**src/rtl/core/lmps_pkg.sv**
```systemverilog
// ----------------------------------------------------------------------------
// lmps_pkg
// Shared types and constants of the LED matrix PWM scanner.
// ----------------------------------------------------------------------------
package lmps_pkg;

   localparam int unsigned PIXEL_COUNT  = 576;
   localparam int unsigned MATRIX_WIDTH = 24;
   localparam int unsigned SCAN_ROWS    = 12;
   localparam int unsigned BANK_ROWS    = 8;
   localparam int unsigned COLUMN_BITS  = 48;

   localparam int unsigned ADDR_W  = $clog2(PIXEL_COUNT);
   localparam int unsigned CSR_IDX_W  = 2;
   localparam int unsigned CSR_DATA_W = 16;

   // item kinds
   localparam logic MODE_TICK  = 1'b0;
   localparam logic MODE_WRITE = 1'b1;

   // register indexes
   localparam logic [CSR_IDX_W-1:0] CSR_PWM_CYCLES  = 2'd0;
   localparam logic [CSR_IDX_W-1:0] CSR_HOLD_TICKS  = 2'd1;
   localparam logic [CSR_IDX_W-1:0] CSR_BLANK_TICKS = 2'd2;

   // controller to datapath
   typedef struct packed {
      logic clear;
      logic write_pixel;
      logic advance;
      logic div_start;
      logic load_start;
      logic load_step;
      logic latch;
      logic emit;
   } lmps_cmd_type;

   // datapath to controller
   typedef struct packed {
      logic clear_last;
      logic lit_done;
      logic blank_done;
      logic div_done;
      logic load_done;
      logic out_free;
   } lmps_status_type;

endpackage

```
**src/rtl/core/lmps_req_if.sv**
```systemverilog
// ----------------------------------------------------------------------------
// lmps_req_if
// Request channel: tick or pixel write beats.
// ----------------------------------------------------------------------------
interface lmps_req_if;
   logic       valid;
   logic       ready;
   logic       mode;
   logic [9:0] pixel_index;
   logic [7:0] pixel_value;

   modport source (output valid, output mode, output pixel_index, output pixel_value,
                   input ready);
   modport sink   (input valid, input mode, input pixel_index, input pixel_value,
                   output ready);
endinterface

```
**src/rtl/core/lmps_ctrl.sv**
```systemverilog
// ----------------------------------------------------------------------------
// lmps_ctrl
// Sequencer: frame store clear, tick phase checks, row load, response issue.
// ----------------------------------------------------------------------------
module lmps_ctrl
   import lmps_pkg::*;
(
   input  logic            clock,
   input  logic            reset,
   lmps_req_if.sink        req_chan,
   input  lmps_status_type status,
   output lmps_cmd_type    cmd
);

   typedef enum logic [2:0] {
      ST_CLEAR,
      ST_IDLE,
      ST_PHASE_END,
      ST_PHASE_START,
      ST_DIV,
      ST_LOAD,
      ST_EMIT
   } state_type;

   state_type state_ff;
   state_type state_in;

   always_comb begin
      cmd      = '0;
      state_in = state_ff;
      case (state_ff)
         ST_CLEAR: begin
            cmd.clear = 1'b1;
            if (status.clear_last) begin
               state_in = ST_IDLE;
            end
         end
         ST_IDLE: begin
            if (req_chan.valid) begin
               if (req_chan.mode == MODE_WRITE) begin
                  cmd.write_pixel = 1'b1;
               end else begin
                  state_in = ST_PHASE_END;
               end
            end
         end
         ST_PHASE_END: begin
            cmd.advance = status.lit_done;
            state_in    = ST_PHASE_START;
         end
         ST_PHASE_START: begin
            if (status.blank_done) begin
               cmd.div_start = 1'b1;
               state_in      = ST_DIV;
            end else begin
               state_in = ST_EMIT;
            end
         end
         ST_DIV: begin
            if (status.div_done) begin
               cmd.load_start = 1'b1;
               state_in       = ST_LOAD;
            end
         end
         ST_LOAD: begin
            cmd.load_step = 1'b1;
            if (status.load_done) begin
               cmd.latch = 1'b1;
               state_in  = ST_EMIT;
            end
         end
         ST_EMIT: begin
            if (status.out_free) begin
               cmd.emit = 1'b1;
               state_in = ST_IDLE;
            end
         end
         default: begin
            state_in = ST_IDLE;
         end
      endcase
   end

   always_ff @(posedge clock) begin
      if (reset) begin
         state_ff <= ST_CLEAR;
      end else begin
         state_ff <= state_in;
      end
   end

   assign req_chan.ready = (state_ff == ST_IDLE);

   // a tick never ends without exactly one response issue
   assert property (@(posedge clock) disable iff (reset)
      (state_ff == ST_EMIT && status.out_free) |=> (state_ff == ST_IDLE))
      else $error("emit did not return to idle");

   // no beat is taken while the frame store is being cleared
   assert property (@(posedge clock) disable iff (reset)
      cmd.clear |-> !req_chan.ready)
      else $error("request taken during clear");

   // the row load only starts once the quotient is settled
   assert property (@(posedge clock) disable iff (reset)
      cmd.load_start |-> status.div_done)
      else $error("row load before division finished");

endmodule

```
**src/flat_wrapper.sv**
```systemverilog
// flat-port wrapper written by rule: the top's interface ports become plain ports
module lmps_ctrl_flat import lmps_pkg::*;
  (clock, reset, status, cmd, req_chan_valid, req_chan_mode, req_chan_pixel_index, req_chan_pixel_value, req_chan_ready);
  lmps_req_if req_chan_i ();
  input  logic clock;
  input  logic reset;
  input  lmps_status_type status;
  output lmps_cmd_type cmd;
  input wire logic [$bits(req_chan_i.valid)-1:0] req_chan_valid;
  input wire logic [$bits(req_chan_i.mode)-1:0] req_chan_mode;
  input wire logic [$bits(req_chan_i.pixel_index)-1:0] req_chan_pixel_index;
  input wire logic [$bits(req_chan_i.pixel_value)-1:0] req_chan_pixel_value;
  output wire logic [$bits(req_chan_i.ready)-1:0] req_chan_ready;
  assign req_chan_i.valid = req_chan_valid;
  assign req_chan_i.mode = req_chan_mode;
  assign req_chan_i.pixel_index = req_chan_pixel_index;
  assign req_chan_i.pixel_value = req_chan_pixel_value;
  assign req_chan_ready = req_chan_i.ready;
  lmps_ctrl u_core (.clock(clock), .reset(reset), .req_chan(req_chan_i), .status(status), .cmd(cmd));
endmodule
```
**config.mk**
```make
export PLATFORM = sky130hd
export DESIGN_NAME = lmps_ctrl_flat
export DESIGN_NICKNAME = d
export VERILOG_FILES = /design/src/rtl/core/lmps_pkg.sv /design/src/rtl/core/lmps_req_if.sv /design/src/rtl/core/lmps_ctrl.sv /design/src/flat_wrapper.sv
export SDC_FILE = /design/constraint.sdc
export NUM_CORES = 1
export LEC_CHECK = 0
export ABC_AREA = 0
export BUFFER_PORTS_ARGS = -buffer_cell sky130_fd_sc_hd__buf_2
export CAP_MARGIN = 20
export CELL_PAD_IN_SITES_DETAIL_PLACEMENT = 2
export CELL_PAD_IN_SITES_GLOBAL_PLACEMENT = 2
export CORE_MARGIN = 4
export CORE_UTILIZATION = 13
export DETAILED_ROUTE_END_ITERATION = 8
export PLACE_DENSITY_LB_ADDON = 0.1
export SYNTH_ARGS = -nofsm -noshare
export SYNTH_HDL_FRONTEND = slang
export SYNTH_SLANG_ARGS = --single-unit
```
**constraint.sdc**
```tcl
create_clock -name clock -period 1.8 [get_ports clock]
set_input_delay 0.45 -clock clock [delete_from_list [all_inputs] [get_ports clock]]
set_output_delay 0.45 -clock clock [all_outputs]
set_load 0.02 [all_outputs]
```
==> impl_metrics.csv <==
group,metric,value,unit
hold_path,holdPathEnd,"u_core.state_ff[1]",
synth,yosysTopAreaCellShare,21.4,%
synth,synth.avg_cell_area,8.49,µm²
synth,syn-instance-count,33,
die,floorplan.initialDensity,14.0,%
pwr,fraction_of_power_spent_switching_nets,45.0,%
timing,postLayoutSetupSlackWorst,0.140,ns
hold_path,hold_path.startpoint,"reset",
synth,synth-main-ff-cell,"sky130_fd_sc_hd__dfxtp_1",
clock_tree,ctsLongestPathBuffers,2,
pwr,logic_gate_share_of_total_power,55.6,%
final_layout,drive_gt1_share,50.0,%
synth,synth.cell_area,280,µm²
placement,io_buffers,18,
global_route,grt_antenna_before_repair,0,
placement,place_worst_setup_slack,0.255,ns
outcome,outcome,"complete, no violations",
synth,synth-async-reset-ratio,0,%
timing,worst_slew_pin_slew,0.420,ns
global_route,number_of_global_route_vias_before_repair,343,
global_route,grt.total_usage,7.03,%
critical_path,worstSetupPathDepth,3,
critical_path,reg2reg_to,"u_core.state_ff[1]",
pwr,cellInternalPower,0.323,mW
synth,synthesis.nets,61,
pwr,ir_worst_vdd,0.326,mV
hold_path,holdPathStages,2,
final_layout,top_register_by_number_of_flip_flops,"u_core.state_ff",
routing,drt_iter0_drc,2,
routing,drt-total-wl,972,µm
global_route,grt_overflow,0,
critical_path,cp.required,1.35,ns
critical_path,critical_path.top_delay_family,"simple AND/OR/NAND/NOR gates",
critical_path,reg2regPathDepth,5,
placement,routabilityCongestion,0.608,
synth,cells_taking_the_most_area_after_synthesis,"sky130_fd_sc_hd__dfxtp_1 (21%), sky130_fd_sc_hd__mux2i_1 (11%), sky130_fd_sc_hd__and4b_1 (7.1%)",
timing,final.setup.tns,0,ns
timing,setup_viol,0,
final_layout,insertedDiodeCount,0,
die,row_count,16,
timing,skew,0.000781,ns
critical_path,critPathLaunchType,"flop",
die,floorplan.core_area,2000,µm²
critical_path,launch_point_of_the_worst_reg_to_reg_path,"u_core.state_ff[2]",
die,design.die.area,2960,µm²
routing,drt_pass1_iterations,2,
timing,slew_headroom,71.6,%
synth,synth_enable_flop_cells,0,
pwr,share_seq_of_total_power,24.7,%
critical_path,setup.worst_path.class,"reg -> out",
clock_tree,cts_num_sinks,3,
pwr,cellLeakagePower,0.228,nW
synth,yosysWarningCount,0,
critical_path,endpoint_kind,"output port",
synth,ys_types,21,
die,design.portCount,37,
clock_tree,cts_tree,"yes",
synth,synth_common_cells,"sky130_fd_sc_hd__a21oi_1 (3), sky130_fd_sc_hd__dfxtp_1 (3), sky130_fd_sc_hd__mux2i_1 (3)",
clock_tree,clk_pin_slew_worst_paths,0.04,ns
final_layout,final_nets,83,
synth,cell_type_with_the_highest_aggregate_area_in_the_netlist,"sky130_fd_sc_hd__dfxtp_1",
final_layout,fillerInstances,248,
synth,register_bit_count_reported_by_yosys,3,
routing,post_drt_via_cell_ratio,4.17,
timing,rsz_0062_raised_after_global_routing,"no",
clock_tree,h_tree_lvl_count,1,
routing,routed_len_inst,12.0,µm
timing,timing.fmax,0.602,GHz
critical_path,timing.critical_path.arrival,1.21,ns
critical_path,worst_setup_slack_for_register_to_register_paths,0.32,ns
clock_tree,cts_hold_buf,0,
critical_path,critical_path.n_buffers_inverters,1,
routing,route.detailed.drc,0,
critical_path,critPathMaxFanout,13,
timing,finalCriticalPeriod,1.66,ns
synth,synth_seq_area_share,21.4,%
timing,final.hold.worst_slack,0.412,ns
clock_tree,clock_tree.root_cell,"sky130_fd_sc_hd__clkbuf_4",
pwr,p_clk_share,19.7,%
global_route,grt_max_degree,15,
critical_path,crit_chain,"nor3b_2 -> and3_1 -> buf_2",
pwr,power_switching,0.264,mW
final_layout,layout_top_registers,"u_core.state_ff: 3 flops",
timing,final_hold_violating_endpoints,0,
hold_path,hold_path.class,"in -> reg",
die,dieWidth,54.4,µm
routing,via_count,338,
timing,timing_max_transition_violations_final,0,
routing,ant_nets,0,
clock_tree,worstSkewPairLatency,0.23,ns
timing,finalCritPeriodShare,92.2,%
critical_path,critical_path.max_stage_delay,0.38,ns
pwr,power.density,1350,nW/µm²
global_route,grt_first_pass_wirelength,1480,µm
flow_run,drv_cap,0,
final_layout,area_added_between_synthesis_and_finish,55.4,%
final_layout,largest_register_ffs,3,
critical_path,crit_slowest_cell,"sky130_fd_sc_hd__dfxtp_2",
clock_tree,tritoncts.num_buffers,3,
die,die_span_y,54.4,µm
placement,dpl.hpwl,821,µm
==> metrics by stage <==
stage                     util (%)  area [µm²]  power, mW  cells
after CTS                     21.6         432      0.595     81
after detailed placement      20.3         405      0.474     77
after global routing          21.8         435      0.648     81
after floorplan                  -         280      0.369     33
final                         21.8         435      0.587     81
after global placement        20.3         405      0.465     77
==> worst max-delay path by stage <==
stage | from | endpoint | slack, ns
2_1_floorplan | u_core.state_ff[0] | cmd[5] | 0.09
3_3_place_gp | u_core.state_ff[1] | cmd[1] | 0.29
3_5_place_dp | u_core.state_ff[1] | cmd[3] | 0.25
4_1_cts | u_core.state_ff[1] | cmd[3] | 0.01
5_1_grt | u_core.state_ff[0] | cmd[5] | 0.03
6_report | u_core.state_ff[1] | cmd[6] | 0.14
==> power by group through the flow <==
| stage | logic, mW | clock network, mW | registers [mW] |
|---|---|---|---|
| floorplan | 0.254 | 0 | 0.115 |
| global placement | 0.323 | 0 | 0.142 |
| detailed placement | 0.331 | 0 | 0.143 |
| CTS | 0.333 | 0.122 | 0.141 |
| global route | 0.362 | 0.132 | 0.153 |
| finish | 0.327 | 0.116 | 0.145 |
==> per-layer routing <==
metal  wire length (µm)  GRT usage [%]  vias to the layer above  part of all wire, %
li1                   -              -                      171                    -
met1                361           6.92                      154                   37
met2                490           12.4                       13                   50
met3                120           3.00                        0                   12
met4                  0           3.73                        0                    0
met5                  0              0                        -                    0
==> area by class of cell <==
type / instances / area, µm² / area share [%]
Tap cell: 27 / 33.8 / 7.76
Clock buffer: 4 / 26.3 / 6.03
Timing Repair Buffer: 20 / 105 / 24.1
Multi-Input combinational cell: 27 / 209 / 48.0
Sequential cell: 3 / 61.3 / 14.1
==> timing repair <==
action	4_1_cts	5_1_grt
resized for setup	0	2
buffers inserted	0	0
setup endpoints to repair	0	5
==> cells by family after synthesis <==
kind of cell           Yosys count  share of synthesized area [%]
multiplexers                     3                           10.7
buffers and inverters            3                           4.91
AND/OR/NAND/NOR                 17                           43.8
AO/OA/AOI/OAI                    7                           19.2
flip-flops                       3                           21.4
==> cell usage in the layout, fill, tap and decap left out, types with 3 or more instances in the layout <==
cell type	count
sky130_fd_sc_hd__a21oi_1	3
sky130_fd_sc_hd__buf_2	18
sky130_fd_sc_hd__clkbuf_4	3
sky130_fd_sc_hd__mux2i_1	3
No activity file was read; power rests on OpenSTA's default activity.
